$ cat config.mk
export PLATFORM = sky130hd
export DESIGN_NAME = bsq_ctrl
export DESIGN_NICKNAME = d
export VERILOG_FILES = /design/src/hw/rtl/bsq_pkg.sv /design/src/hw/rtl/bsq_ctrl.sv
export SDC_FILE = /design/constraint.sdc
export NUM_CORES = 1
export LEC_CHECK = 0
export ABC_AREA = 1
export BUFFER_PORTS_ARGS = -buffer_cell sky130_fd_sc_hd__clkbuf_2
export CAP_MARGIN = 5
export CORE_AREA = 4 4 41 43
export CTS_CLUSTER_DIAMETER = 150
export CTS_CLUSTER_SIZE = 16
export DETAILED_ROUTE_END_ITERATION = 10
export DIE_AREA = 0 0 45 47
export PLACE_DENSITY = 0.64
export SLEW_MARGIN = 20
export SYNTH_ARGS = -nofsm -noshare
export SYNTH_HDL_FRONTEND = slang
export SYNTH_SLANG_ARGS = --single-unit
$ cat constraint.sdc
create_clock -name aclk -period 1.1 [get_ports aclk]
set_input_delay 0.11 -clock aclk [delete_from_list [all_inputs] [get_ports aclk]]
set_output_delay 0.11 -clock aclk [all_outputs]
set_load 0.05 [all_outputs]
$ cat src/hw/rtl/bsq_pkg.sv
package bsq_pkg;

    localparam int BODY_COUNT = 256;
    localparam int BODY_AW    = $clog2(BODY_COUNT);

    localparam int VEL_W   = 16;
    localparam int TIMER_W = 24;
    localparam int SQ_W    = 32;
    localparam int CFG_IW  = 8;
    localparam int CFG_DW  = 24;

    localparam logic [TIMER_W-1:0] TIMER_MAX = '1;

    localparam logic [CFG_IW-1:0] CFG_STEP_TIME     = 8'd0;
    localparam logic [CFG_IW-1:0] CFG_LINEAR_LIMIT  = 8'd1;
    localparam logic [CFG_IW-1:0] CFG_ANGULAR_LIMIT = 8'd2;
    localparam logic [CFG_IW-1:0] CFG_SLEEP_TIME    = 8'd3;

    // operand selected for the shared squaring multiplier
    typedef enum logic [2:0] {
        OP_LIN_X,
        OP_LIN_Y,
        OP_LIN_Z,
        OP_ANG_X,
        OP_ANG_Y,
        OP_ANG_Z,
        OP_LIN_LIM,
        OP_ANG_LIM
    } bsq_op_t;

    typedef struct packed {
        logic    load;
        logic    mul_en;
        bsq_op_t mul_sel;
        logic    acc_en;
        bsq_op_t acc_sel;
        logic    commit;
    } bsq_cmd_t;

endpackage

$ cat src/hw/rtl/bsq_ctrl.sv
module bsq_ctrl
    import bsq_pkg::*;
(
    input  logic     aclk,
    input  logic     aresetn,
    input  logic     s_valid,
    output logic     s_ready,
    output logic     m_valid,
    input  logic     m_ready,
    output bsq_cmd_t cmd
);

    typedef enum logic [1:0] {
        ST_IDLE,
        ST_MUL,
        ST_COMMIT
    } state_t;

    localparam logic [3:0] LAST_STEP = 4'd8;

    state_t     state_reg;
    logic [3:0] step_reg;
    logic       m_valid_reg;
    logic [3:0] acc_step;
    logic       out_free;

    assign acc_step = step_reg - 4'd1;
    assign out_free = !m_valid_reg || m_ready;
    assign s_ready  = (state_reg == ST_IDLE);
    assign m_valid  = m_valid_reg;

    always_comb begin
        cmd.load    = s_valid && (state_reg == ST_IDLE);
        cmd.mul_en  = (state_reg == ST_MUL) && (step_reg < LAST_STEP);
        cmd.mul_sel = bsq_op_t'(step_reg[2:0]);
        cmd.acc_en  = (state_reg == ST_MUL) && (step_reg != 4'd0);
        cmd.acc_sel = bsq_op_t'(acc_step[2:0]);
        cmd.commit  = (state_reg == ST_COMMIT) && out_free;
    end

    always_ff @(posedge aclk) begin
        if (!aresetn) begin
            state_reg   <= ST_IDLE;
            step_reg    <= 4'd0;
            m_valid_reg <= 1'b0;
        end else begin
            if (m_valid_reg && m_ready) begin
                m_valid_reg <= 1'b0;
            end
            unique case (state_reg)
                ST_IDLE: begin
                    step_reg <= 4'd0;
                    if (s_valid) begin
                        state_reg <= ST_MUL;
                    end
                end
                ST_MUL: begin
                    step_reg <= step_reg + 4'd1;
                    if (step_reg == LAST_STEP) begin
                        state_reg <= ST_COMMIT;
                    end
                end
                ST_COMMIT: begin
                    if (out_free) begin
                        m_valid_reg <= 1'b1;
                        state_reg   <= ST_IDLE;
                    end
                end
                default: begin
                    state_reg <= ST_IDLE;
                end
            endcase
        end
    end

    a_accept_starts: assert property (@(posedge aclk) disable iff (!aresetn)
        s_valid && s_ready |=> state_reg == ST_MUL && step_reg == 4'd0)
        else $error("request accepted but multiply sequence not started");

    a_commit_free: assert property (@(posedge aclk) disable iff (!aresetn)
        cmd.commit |-> !m_valid_reg || m_ready)
        else $error("result overwritten before it was taken");

    a_step_bound: assert property (@(posedge aclk) disable iff (!aresetn)
        state_reg == ST_MUL |-> step_reg <= LAST_STEP)
        else $error("multiply step counter ran past its end");

    a_commit_valid: assert property (@(posedge aclk) disable iff (!aresetn)
        cmd.commit |=> m_valid_reg && state_reg == ST_IDLE)
        else $error("commit did not raise the result");

endmodule

[Yosys cells after proc, flatten, opt, wreduce, memory -nomap -nowiden]
Index checks and enable logic that the tools add are counted.
Storage, ports and cells
  flip-flop bits (word level): 7
  input bits: 4
  output and inout bits: 12
Cells by class
  $add $sub $neg: 2
  magnitude comparators: 1
  equal/unequal tests: 6
  mux-type cells: 8
  reductions and logical operators: 11
Operators by type and width (count)
  $pmux 4 s2: 1
  $mux 2: 3
  $pmux 2 s3: 1
  $logic_and 1x1->1: 5
  $add 4x1->4 const B: 1
  $eq 4x4->1 const B: 1
  $lt 4x4->1 const B: 1
  $ne 2x2->1 const B: 2
  $reduce_bool 4->1: 1
  $mux 1: 3
  $reduce_and 3->1: 1
  $sub 3x1->3 const B: 1
  $eq 2x1->1 const B: 1
  $eq 2x2->1 const B: 1
  $logic_not 2->1: 1
  $ne 2x1->1 const B: 1
  $reduce_bool 2->1: 1
  $logic_not 1->1: 1
  $logic_or 1x1->1: 1

[Longest topological paths before layout]
Gate-level depths: netlist of the first run.
  depth after elaboration: 4
  mapped depth: 6
  gate-level depth less buffers: 6

[Worst setup path after synthesis of the first run]
OpenSTA, ideal clock, no wires.
  path kind: reg2out
  start: register step_reg[0]
  end: output port cmd[4] (netlist name)
  data arrival time: 1.745 ns
  setup slack: -0.755 ns
  stages on the path, launching flop included: 4
  path through: dfxtp_1 -> inv_1 -> ha_1 -> a31oi_1
RTL lines
  start: declaration: RTL line bsq_ctrl.sv:22  | logic [3:0] step_reg;
  start signal: assignment: RTL line bsq_ctrl.sv:58  | step_reg <= step_reg + 4'd1;
  end: declaration: RTL line bsq_ctrl.sv:10  | output bsq_cmd_t cmd

==> metrics.log, run 1 <==
INFO  metric run_status = finished with violations
INFO  metric failed_checks = negative setup slack
INFO  metric grt_util_all_layers = a little over an eighth
INFO  metric final_hold_fails = 0
INFO  metric tightest_slew = approximately 230 ps
INFO  metric synth.area.mux_share = 0%
INFO  metric worstSetupStartpointType = flip-flop
INFO  metric crit_path_frequent_cell = clkinvlp_4
INFO  metric cts_tree = yes
INFO  metric master_of_the_slowest_instance_on_the_critical_path = dfxtp_2
INFO  metric dr.first_iter.drc_count = 16
INFO  metric chipHeight = 47 um
INFO  metric drt_pre_antenna_iters = 4
INFO  metric power.static_leakage = approximately 0.00038 uW
INFO  metric finalWorstPathRequiredPeriod = 1330 ps
INFO  metric tritoncts.num_buffers = 3
INFO  metric ys.warnings.count = 0
INFO  metric cts-root-buf = clkbuf_4
INFO  metric postLayoutSetupSlackWorst = -230.0 ps
INFO  metric share_of_final_layout_standard_cells_stronger_than_drive_strength_1 = approximately 64%
INFO  metric number_of_hold_buffers_added_after_cts = 0
INFO  metric grt_start_max_net_pins = 5
INFO  metric grt_remaining_overflow = 0
INFO  metric final_hpwl_dp = roughly 740 um
INFO  metric route.final.wire_length = between 1000 and 1500 um
INFO  metric critPathArrivalTime = between 1000 and 1500 ps
INFO  metric synthesis.instances = between 50 and 60
INFO  metric placementRows = 13
INFO  metric synth_fa_ha_area_share = 6.601%
INFO  metric fin_worst_skew = 4.080 ps
INFO  metric mappedNetlistNets = 61
INFO  metric die-area = ~2100 um2
INFO  metric syn-cell-area = between 300 and 400 um2
INFO  metric antenna_violations_before_repair = 0
INFO  metric largest_register_ff_count = 4
INFO  metric cp.required = a little under 1000 ps
INFO  metric drv_slew = 0
INFO  metric clkSinkCount = 7
INFO  metric placement.io_buffers = 15
INFO  metric route.detailed.drc = 0
INFO  metric gpl.final_weighted_congestion = between 0.8 and 0.9
INFO  metric p_per_area = between 1000 and 1500 nW/um2
INFO  metric path_class = flip-flop to output pin
INFO  metric floorplan.io_pins = 16
INFO  metric grt_pass1_vias = roughly 440
INFO  metric nets = between 90 and 100
INFO  metric post_synth_num_cell_types = 12
INFO  metric vdd_ir_drop_max = a little over 0.0006 V
INFO  metric fmaxAchievable = approximately 0.75 GHz
INFO  metric post-route-period-util = 120.9%
INFO  metric most_common_library_cell_in_the_layout_ignoring_fill_and_taps = buf_4
INFO  metric area.growth.synth_to_final = 129.7%
INFO  metric starting_utilization_of_the_core_area = between 20% and 30%
INFO  metric synth_simple_gate_area_share = 18.81%
INFO  metric h_tree_depth = 1
INFO  metric setup_tns_after_final_layout = -1222 ps
INFO  metric cts_buffer_depth = 2
INFO  metric crit_path_max_fanout = 2
INFO  metric hp-class = primary input to flip-flop
INFO  metric maxSlewHeadroom = 84.48%
INFO  metric diodes = 0
INFO  metric detailroute.via_count = roughly 490
INFO  metric cts.reportedPaths.clkPinSlew = ~50 ps
INFO  metric synth.avg_cell_area = 6.893 um2
INFO  metric antenna_violating_nets_post_route = 0
INFO  metric floorplan.die.width = ~45 um
INFO  metric timing.critical_path.slowest_cell_delay = 350 ps
INFO  metric complex_gate_fraction_of_the_synthesized_area = approximately 15%
INFO  metric setup_repair_after_global_routing_missed_its_margin = yes
INFO  metric synth_top_family_by_area = simple AND/OR/NAND/NOR gates
INFO  metric synth.yosys.seq_area_share = a little under two fifths
INFO  metric worstPathCellList = clkinvlp_4 > ha_4 > clkinvlp_4 > buf_8
INFO  metric core_area = 1301 um2
INFO  metric synthXorXnorAreaFrac = 4.620%
INFO  metric wire_per_inst = ~13 um
INFO  metric mostFrequentLayoutCells = buf_4 (13), inv_1 (7)
INFO  metric cap_violations = 0
INFO  metric end_kind = output pin
INFO  metric worstSkewPairLatency = around 250 ps
INFO  metric finalCoreUtilization = 66.92%
INFO  metric drt-vias-per-instance = between 4 and 5
INFO  metric grt_pass1_wl = around 1900 um
INFO  metric ys_ff_latch = 7
INFO  metric finalSetupViolations = 9
## final cells by class
class / count / area (um2)
Tap cell: 15 / 18.77
Multi-Input combinational cell: 33 / 281.5
Timing Repair Buffer: 32 / 334.1
Fill cell: 102 / 430.4
Sequential cell: 7 / 148.9
Clock buffer: 4 / 26.28
Inverter: 12 / 61.31
## path summary, 6_finish.rpt
path,start,end,slack (ps),cells after the start
max,step_reg[0],cmd[2],-230,4
min,aresetn,step_reg[0],110,3
max reg2reg,step_reg[0],state_reg[1],-40,6
min reg2reg,m_valid,m_valid,580,2
## worst max-delay path, delay by kind of cell, from the launching register on
kind                     cells  cell delay (ps)
buffers and inverters        3              330
flip-flops                   1              350
adder cells (fa/ha/maj)      1              290
## where the power goes
group	internal [uW]	switching, uW	leakage (uW)
Combinational	180	205	0.000303
Clock	139	103	0.0000150
Sequential	259	7.22	0.0000586
Total	579	315	0.000376
## per-layer routing
metal,share of wire [%],track usage [%]
met5,0,0
met4,2.8,12.28
met3,7.4,2.682
met2,51,22.60
met1,38,13.53
## stage by stage
step           area (um2)  instances  setup slack (ps)  hold WS (ps)  power [uW]
2_1_floorplan       470.5         55            -283.3         240.9       461.2
3_5_place_dp        601.8         90            -45.50         364.6       517.0
4_1_cts             789.5         99            -246.8         89.45       846.7
3_3_place_gp        601.8         90            -25.53         358.0       515.9
5_1_grt             870.8        103            -289.6         112.3       939.3
6_report            870.8        103            -230.0         107.7       894.0
## Yosys cell counts, drive strengths merged
cell type | instances | area [um2]
a21oi | 6 | 30.03
a31oi | 2 | 12.51
buf | 3 | 22.52
dfxtp | 7 | 140.1
ha | 2 | 25.02
inv | 12 | 45.04
nand2 | 8 | 30.03
nand4 | 1 | 6.260
nor2 | 8 | 30.03
nor3 | 1 | 5.000
o21ai | 3 | 15.01
xor2 | 2 | 17.52
## cells by family after synthesis
group,count (synthesis)
adders and majority gates,2
DFF,7
xor gates and xnor gates,2
buffers and inverters,15
AOI/OAI and AO/OA,11
and+or+nand+nor,18
## timing repair
| item | in CTS | in global routing |
|---|---|---|
| setup buffers | 5 | 4 |
| pin swaps | 4 | 6 |
| setup endpoints to repair | 10 | 15 |
| resized for setup | 29 | 23 |
Note: power is estimated with default switching activity, not from simulation.
==> run 2, diff against run 1 <==
Settings changed: CELL_PAD_IN_SITES_DETAIL_PLACEMENT from default to 1, CELL_PAD_IN_SITES_GLOBAL_PLACEMENT from default to 1, CORE_AREA 4 4 41 43 to default, CORE_MARGIN from default to 4, CORE_UTILIZATION from default to 29, DIE_AREA 0 0 45 47 to default, PLACE_DENSITY 0.64 to 0.84.
==> metrics.log, run 2 <==
INFO  metric synth.yosys.seq_area_share = 36.96% (unchanged)
INFO  metric grt_start_max_net_pins = 5
INFO  metric synthXorXnorAreaFrac = 4.620% (unchanged)
INFO  metric floorplan.io_pins = 16 (unchanged)
INFO  metric run_status = aborted with a tool error
INFO  metric syn-cell-area = 379.1 um2 (unchanged)
INFO  metric synthTopCellsByCount = inv_1 (12), nand2_1 (8), nor2_1 (8), dfxtp_1 (7), a21oi_1 (6)
INFO  metric ys_ff_latch = 7 (unchanged)
INFO  metric synth_area_leaders = dfxtp_1 (37%), inv_1 (12%), a21oi_1 (7.9%), nand2_1 (7.9%), nor2_1 (7.9%)
INFO  metric post-synth-top-count-cell = inv_1
INFO  metric h_tree_depth = 1 (unchanged)
INFO  metric synth_enable_flop_cells = 0 (unchanged)
INFO  metric synth.area.mux_share = 0% (unchanged)
INFO  metric failed_stage = global routing (5_1_grt)
INFO  metric mappedNetlistNets = 61 (unchanged)
INFO  metric ys.flop_type = dfxtp_1
INFO  metric clkSinkCount = 7 (unchanged)
INFO  metric synth_simple_gate_area_share = 18.81% (unchanged)
INFO  metric cts_buffer_depth = 2 (unchanged)
INFO  metric synth_area_leader_cell = dfxtp_1
INFO  metric placement.io_buffers = 15 (unchanged)
INFO  metric chipHeight = 44.16 um (-6.1%)
INFO  metric floorplan.die.width = 44.16 um (-1.9%)
INFO  metric starting_utilization_of_the_core_area = 32.37% (+3.2 points)
INFO  metric complex_gate_fraction_of_the_synthesized_area = 15.18% (unchanged)
INFO  metric placementRows = 12 (-1)
INFO  metric repair-timing-grt-worst-ep = cmd[4]
INFO  metric ys_async_sr_fraction = 0% (unchanged)
INFO  metric gpl.final_weighted_congestion = 0.7623 (-7.9%)
INFO  metric error_message = [ERROR DPL-0033] detailed placement checks failed during check placement.
INFO  metric synth_top_area_share = 36.96% (unchanged)
INFO  metric synth_top_family_by_area = simple AND/OR/NAND/NOR gates
INFO  metric synth_fa_ha_area_share = 6.601% (unchanged)
INFO  metric antenna_violations_before_repair = 0
INFO  metric synth.avg_cell_area = 6.893 um2 (unchanged)
INFO  metric kind_of_the_worst_endpoint = top-level output
INFO  metric cts-root-buf = clkbuf_4
INFO  metric tritoncts.num_buffers = 3 (unchanged)
INFO  metric ys.warnings.count = 0 (unchanged)
INFO  metric final_hpwl_dp = 913.3 um (+23%)
INFO  metric synthesis.instances = 55 (unchanged)
INFO  metric post_synth_num_cell_types = 12 (unchanged)
run 2: timing repair:
| action | CTS |
|---|---|
| buffers inserted | 4 |
| endpoints found under the hold margin | 0 |
| cloned | 0 |
| hold buffers | 0 |
| resized for setup | 26 |
| endpoints found under the setup margin | 11 |
| pin swaps | 4 |
run 2: cell families after synthesis:
group | after synthesis
AOI/OAI and AO/OA | 11
adders and majority gates | 2
and+or+nand+nor | 18
DFF | 7
buffers and inverters | 15
xor gates and xnor gates | 2
run 2: per-stage QoR:
step	TNS [ps]	worst slack [ps]	area, um2	instances
after floorplan	-1306	-283.3	470.5	55
after global placement	-105.9	-50.32	600.6	89
after detailed placement	-199.7	-88.28	600.6	89
after CTS	-1110	-259.6	764.5	97
==> run 3, diff against run 2 <==
Settings changed: CELL_PAD_IN_SITES_DETAIL_PLACEMENT 1 to default, CELL_PAD_IN_SITES_GLOBAL_PLACEMENT 1 to default, CORE_AREA from default to 4 4 65 67, CORE_MARGIN 4 to default, CORE_UTILIZATION 29 to default, CTS_CLUSTER_DIAMETER 150 to default, CTS_CLUSTER_SIZE 16 to default, DIE_AREA from default to 0 0 69 71, PLACE_DENSITY 0.84 to default, PLACE_DENSITY_LB_ADDON from default to 0.15.
==> metrics.log, run 3 (synthesis results as in run 1) <==
INFO  metric floorplan.die.width = 69 um (+56%)
INFO  metric share_of_final_layout_standard_cells_stronger_than_drive_strength_1 = between 60 and 70%
INFO  metric dr.first_iter.drc_count = 9
INFO  metric antenna_violating_nets_post_route = 0
INFO  metric cp.required = ~990 ps
INFO  metric fmaxAchievable = 0.7668 GHz
INFO  metric drt-vias-per-instance = roughly 3.2
INFO  metric power_switching_share = 31.99%
INFO  metric fill_cells = 402
INFO  metric cts.reportedPaths.clkPinSlew = roughly 40 ps
INFO  metric grt_start_max_net_pins = 5
INFO  metric setup_repair_after_global_routing_missed_its_margin = yes
INFO  metric die-area = 4899 um2
INFO  metric r2r_cells = 7
INFO  metric post_dp_cell_area = 695.7 um2 (+16%)
INFO  metric largest_register_ff_count = 4
INFO  metric cts-root-buf = clkbuf_8
INFO  metric path_class = flip-flop to output pin
INFO  metric tightest_slew = roughly 280 ps
INFO  metric detail_route.wirelength.met1 = about 500 um
INFO  metric antenna_violations_before_repair = 0
INFO  metric finalCoreUtilization = 24.55%
INFO  metric placement.io_buffers = 15 (unchanged)
INFO  metric grt_pass1_wl = 2007 um
INFO  metric worstSetupStartpointType = flip-flop
INFO  metric drv_slew = 0
INFO  metric gpl.final_weighted_congestion = 0.6401 (-16%)
INFO  metric cts_tree = yes
INFO  metric detailroute.via_count = around 430
INFO  metric postLayoutSetupSlackWorst = -204.0 ps
INFO  metric finalInstanceArea = 892.1 um2
INFO  metric drt_pre_antenna_iters = 3
INFO  metric final_hpwl_dp = 931.6 um (+2.0%)
INFO  metric h_tree_depth = 1 (unchanged)
INFO  metric ff2ff_setup_slack = -140 ps
INFO  metric finalSetupViolations = 10
INFO  metric wire_per_inst = ~8.6 um
INFO  metric end_kind = output pin
INFO  metric p_per_area = about 1100 nW/um2
INFO  metric cts_buffer_depth = 2 (unchanged)
INFO  metric number_of_hold_buffers_added_after_cts = 0 (unchanged)
INFO  metric route.detailed.drc = 0
INFO  metric tritoncts.num_buffers = 3 (unchanged)
INFO  metric diodes = 0
INFO  metric mostFrequentLayoutCells = buf_4 (11), inv_1 (7), clkbuf_2 (6), nand2_1 (5), nor2_1 (5)
INFO  metric crit-reg2reg-launch = step_reg[0]
INFO  metric most_common_library_cell_in_the_layout_ignoring_fill_and_taps = buf_4
INFO  metric area.growth.synth_to_final = 135.3%
INFO  metric power.share.sequential = 27.0%
INFO  metric endpoint = cmd[2]
INFO  metric top_signal_layer_used = met4
INFO  metric grt_util_all_layers = 5.184%
INFO  metric timing.rr.end = state_reg[1]
INFO  metric setup_tns_after_final_layout = -1083 ps
INFO  metric combinationalPowerShare = a little over a third
INFO  metric vdd_ir_drop_max = 0.0001910 V
INFO  metric nets = between 90 and 100
INFO  metric route.final.wire_length = 1139 um
INFO  metric fin_worst_skew = ~0.16 ps
INFO  metric internal-power = ~680 uW
INFO  metric post-route-period-util = 118.5%
INFO  metric chipHeight = 71 um (+61%)
INFO  metric finalWorstPathRequiredPeriod = 1304 ps
INFO  metric floorplan.io_pins = 16 (unchanged)
INFO  metric power.static_leakage = 0.0003630 uW
INFO  metric critPathArrivalTime = 1190 ps
INFO  metric hp-class = primary input to flip-flop
INFO  metric maxSlewHeadroom = 81.69%
INFO  metric clkSinkCount = 7 (unchanged)
INFO  metric source_of_the_critical_timing_path = step_reg[0]
INFO  metric power.net_switching = between 300 and 400 uW
INFO  metric run_status = finished with violations
INFO  metric final_hold_fails = 0
INFO  metric detailed_route_wirelength_on_metal3 = 51 um
INFO  metric worstSkewPairLatency = roughly 230 ps
INFO  metric failed_checks = negative setup slack
INFO  metric placementRows = 22 (+10)
INFO  metric fin_hold_ws = around 150 ps
INFO  metric cap_violations = 0
INFO  metric crit_path_max_fanout = 2
INFO  metric grt_pass1_vias = roughly 460
INFO  metric core_area = approximately 3600 um2
INFO  metric share_clk_of_total_power = about 37%
INFO  metric starting_utilization_of_the_core_area = 10.43% (-22 points)
INFO  metric wl_met2 = between 500 and 600 um
INFO  metric grt_remaining_overflow = 0
INFO  metric preCtsSetupSlack = -36.09 ps (+52.19 ps)
[run 3: worst min path at each step]
stage,startpoint,to,slack (ps),cells past startpoint
2_1_floorplan,aresetn,step_reg[0],240,2
3_3_place_gp,aresetn,step_reg[0],380,3
3_5_place_dp,aresetn,step_reg[0],380,3
4_1_cts,aresetn,step_reg[0],140,3
5_1_grt,aresetn,step_reg[0],190,3
6_report,aresetn,step_reg[0],150,3
[run 3: critical path, cell delays in order (launching register included)]
cell	delay, ps
dfxtp_2	340
clkinvlp_4	110
ha_4	290
clkinvlp_4	80
buf_8	150
[run 3: power by group through the flow]
stage	Sequential, uW	Clock, uW	Combinational (uW)
2_1_floorplan	276	0	185
3_3_place_gp	274	0	284
3_5_place_dp	274	0	285
4_1_cts	268	379	330
5_1_grt	271	382	382
6_report	269	369	361
[run 3: through the flow]
step	instances	total power (uW)
floorplan	55	461.2
global placement	124	558.0
detailed placement	124	558.6
CTS	130	976.9
global route	133	1035
finish	133	998.7
[run 3: cell type report]
class / count / area [um2] / area share (%)
clock buffer: 4 / 45.04 / 5.049
tap: 48 / 60.06 / 6.732
sequential: 7 / 148.9 / 16.69
inverter: 12 / 61.31 / 6.872
timing repair buffer: 29 / 305.3 / 34.22
multi-input combinational: 33 / 271.5 / 30.43
[run 3: repair_timing]
item                                    in CTS  in global routing
setup buffers                                2                  3
endpoints found under the setup margin       9                 10
gates cloned                                 0                  0
resized for setup                           20                 13
pin swaps                                    3                  5
[run 3: layer usage]
metal  track usage, %  vias up
met2            8.581       10
met4            4.555        0
met3            1.420        2
met5                0        -
met1            5.392      190
li1                 -      229
==> run 4, diff against run 3 <==
Settings changed: CTS_BUF_LIST from default to sky130_fd_sc_hd__clkbuf_16, MAX_ROUTING_LAYER from default to met4.
==> metrics.log, run 4 (synthesis results as in run 1) <==
INFO  metric run_status = finished with violations
INFO  metric failed_checks = negative setup slack
INFO  metric internal-power = 903.7 uW (+33%)
INFO  metric final_hold_fails = 0 (unchanged)
INFO  metric cts.reportedPaths.clkPinSlew = 40 ps (about the same)
INFO  metric whs_endpoint = step_reg[0]
INFO  metric diodes = 0 (unchanged)
INFO  metric setup_repair_after_global_routing_missed_its_margin = yes
INFO  metric tightest_slew = 275.8 ps (+0.006437 ps)
INFO  metric drt_pre_antenna_iters = 4 (+1)
INFO  metric crit-reg2reg-launch = step_reg[0]
INFO  metric gpl.final_weighted_congestion = 0.6455 (+0.84%)
INFO  metric grt_remaining_overflow = 0 (unchanged)
INFO  metric finalSetupViolations = 9 (-1)
INFO  metric h_tree_depth = 1 (unchanged)
INFO  metric worstSetupStartpointType = flip-flop
INFO  metric antenna_violations_before_repair = 0 (unchanged)
INFO  metric critPathArrivalTime = 1200 ps (about the same)
INFO  metric r2r_cells = 7 (unchanged)
INFO  metric power.static_leakage = 0.0003834 uW (+5.6%)
INFO  metric hp-class = primary input to flip-flop
INFO  metric most_common_library_cell_in_the_layout_ignoring_fill_and_taps = buf_4
INFO  metric wire_per_inst = 8.850 um (+3.3%)
INFO  metric largest_register_ff_count = 4 (unchanged)
INFO  metric power.share.sequential = 21.5% (-5.5 points)
INFO  metric crit_path_max_fanout = 2 (unchanged)
INFO  metric mostFrequentLayoutCells = buf_4 (11), inv_1 (8), clkbuf_2 (6), nand2_1 (5), nor2_1 (5)
INFO  metric hold_critical_path_depth = 3 (unchanged)
INFO  metric fmaxAchievable = 0.7647 GHz (-0.29%)
INFO  metric ff2ff_setup_slack = -170 ps (-30 ps)
INFO  metric detailroute.via_count = 439 (+1.9%)
INFO  metric drt-vias-per-instance = 3.301 (+1.9%)
INFO  metric placementRows = 22 (unchanged)
INFO  metric grt_pass1_vias = 465 (+2.0%)
INFO  metric path_class = flip-flop to output pin
INFO  metric tritoncts.num_buffers = 3 (unchanged)
INFO  metric chipHeight = 71 um (unchanged)
INFO  metric timing.rr.end = state_reg[1]
INFO  metric grt_pass1_wl = 2083 um (+3.8%)
INFO  metric p_per_area = 1344 nW/um2 (+20%)
INFO  metric post-route-period-util = 118.9% (+0.34 points)
INFO  metric combinationalPowerShare = 29.1% (-7.0 points)
INFO  metric floorplan.io_pins = 16 (unchanged)
INFO  metric share_clk_of_total_power = 49.4% (+13 points)
INFO  metric grt_util_all_layers = 5.643% (+0.46 points)
INFO  metric fin_hold_ws = 144.8 ps (-5.532 ps)
INFO  metric area.growth.synth_to_final = 145.5%
INFO  metric finalWorstPathRequiredPeriod = 1308 ps (+3.742 ps)
INFO  metric cts_tree = yes
INFO  metric dr.first_iter.drc_count = 10 (+1)
INFO  metric maxSlewHeadroom = 81.69% (about the same)
INFO  metric power_switching_share = 27.79% (-4.2 points)
INFO  metric final_hpwl_dp = 931.6 um (unchanged)
INFO  metric vdd_ir_drop_max = 0.0003175 V (+66%)
INFO  metric cts-root-buf = clkbuf_16
INFO  metric fin_worst_skew = 0.6888 ps (+0.5277 ps)
INFO  metric clkSinkCount = 7 (unchanged)
INFO  metric cp.required = 990 ps (about the same)
INFO  metric worstSkewPairLatency = 230 ps (about the same)
INFO  metric die-area = 4899 um2 (unchanged)
INFO  metric postLayoutSetupSlackWorst = -207.8 ps (-3.742 ps)
INFO  metric route.final.wire_length = 1177 um (+3.3%)
INFO  metric cap_violations = 0 (unchanged)
INFO  metric end_kind = output pin
INFO  metric core_area = 3633 um2 (unchanged)
INFO  metric drv_slew = 0 (unchanged)
INFO  metric starting_utilization_of_the_core_area = 10.43% (unchanged)
INFO  metric floorplan.die.width = 69 um (unchanged)
INFO  metric cts_buffer_depth = 2 (unchanged)
INFO  metric power.net_switching = 347.8 uW (+8.8%)
INFO  metric finalPower = 1251 uW (+25%)
INFO  metric antenna_violating_nets_post_route = 0 (unchanged)
INFO  metric grt_start_max_net_pins = 5 (unchanged)
INFO  metric share_of_final_layout_standard_cells_stronger_than_drive_strength_1 = 61.18% (unchanged)
INFO  metric hold_path_startpoint = aresetn
INFO  metric route.detailed.drc = 0 (unchanged)
INFO  metric placement.io_buffers = 15 (unchanged)
INFO  metric nets = 92 (unchanged)
## run 4: cell types whose count changed in the layout (fill, tap and decap cells not counted)
cell | previous run | this run
clkbuf_16 | 1 | 4
nand2_4 | 1 | 2
clkbuf_8 | 4 | 1
inv_1 | 7 | 8
clkbuf_1 | 1 | 0
nand2_2 | 2 | 1
## run 4: worst max-delay path by stage
| stage | from | end | slack, ps | depth (start not counted) |
|---|---|---|---|---|
| 4_1_cts | step_reg[0] | cmd[2] | -230 | 4 |
| 3_5_place_dp | step_reg[0] | cmd[2] | -40 | 4 |
| 6_report | step_reg[0] | cmd[2] | -210 | 4 |
| 2_1_floorplan | step_reg[0] | cmd[4] | -280 | 3 |
| 5_1_grt | step_reg[0] | state_reg[1] | -280 | 7 |
| 3_3_place_gp | step_reg[0] | cmd[2] | -10 | 4 |
## run 4: stage by stage
stage	TNS (ps)	utilization (%)	instance area (um2)	worst slack (ps)	cells
floorplan	-1306	-	470.5	-283.3	55
global placement	-9.740	19.15	695.7	-9.740	124
detailed placement	-36.09	19.15	695.7	-36.09	124
CTS	-892.9	24.04	873.3	-232.0	130
global route	-1673	25.62	930.9	-275.1	133
finish	-1110	25.62	930.9	-207.8	133
## run 4: routing by layer
layer	wire length, um	global-route usage (%)
met3	51	2.273
met1	514	5.560
met4	27	4.555
met2	583	8.792
met5	0	-
## run 4: power by group through the flow
stage	sequential, uW	clock [uW]	combinational, uW
detailed placement	274	0	285
global placement	274	0	284
floorplan	276	0	185
global route	271	641	386
finish	269	619	364
CTS	269	627	330
## run 4: cell type report
class	count	area, um2
clock buffers	3	75.07
clock inverters	1	3.754
fillers	398	2703
inverters	12	61.31
multi-input cells	33	276.5
flip-flops and latches	7	148.9
well taps	48	60.06
repair buffers	29	305.3
## run 4: worst max-delay path: stages, from the launching register on
cell	delay (ps)
dfxtp_2	340
clkinvlp_4	110
ha_4	290
clkinvlp_4	80
buf_8	150
## run 4: repair_timing
item | in CTS | in global routing
pin swaps | 3 | 5
endpoints found under the setup margin | 9 | 10
resized for setup | 20 | 14
buffers inserted | 2 | 3
hold buffers | 0 | 0
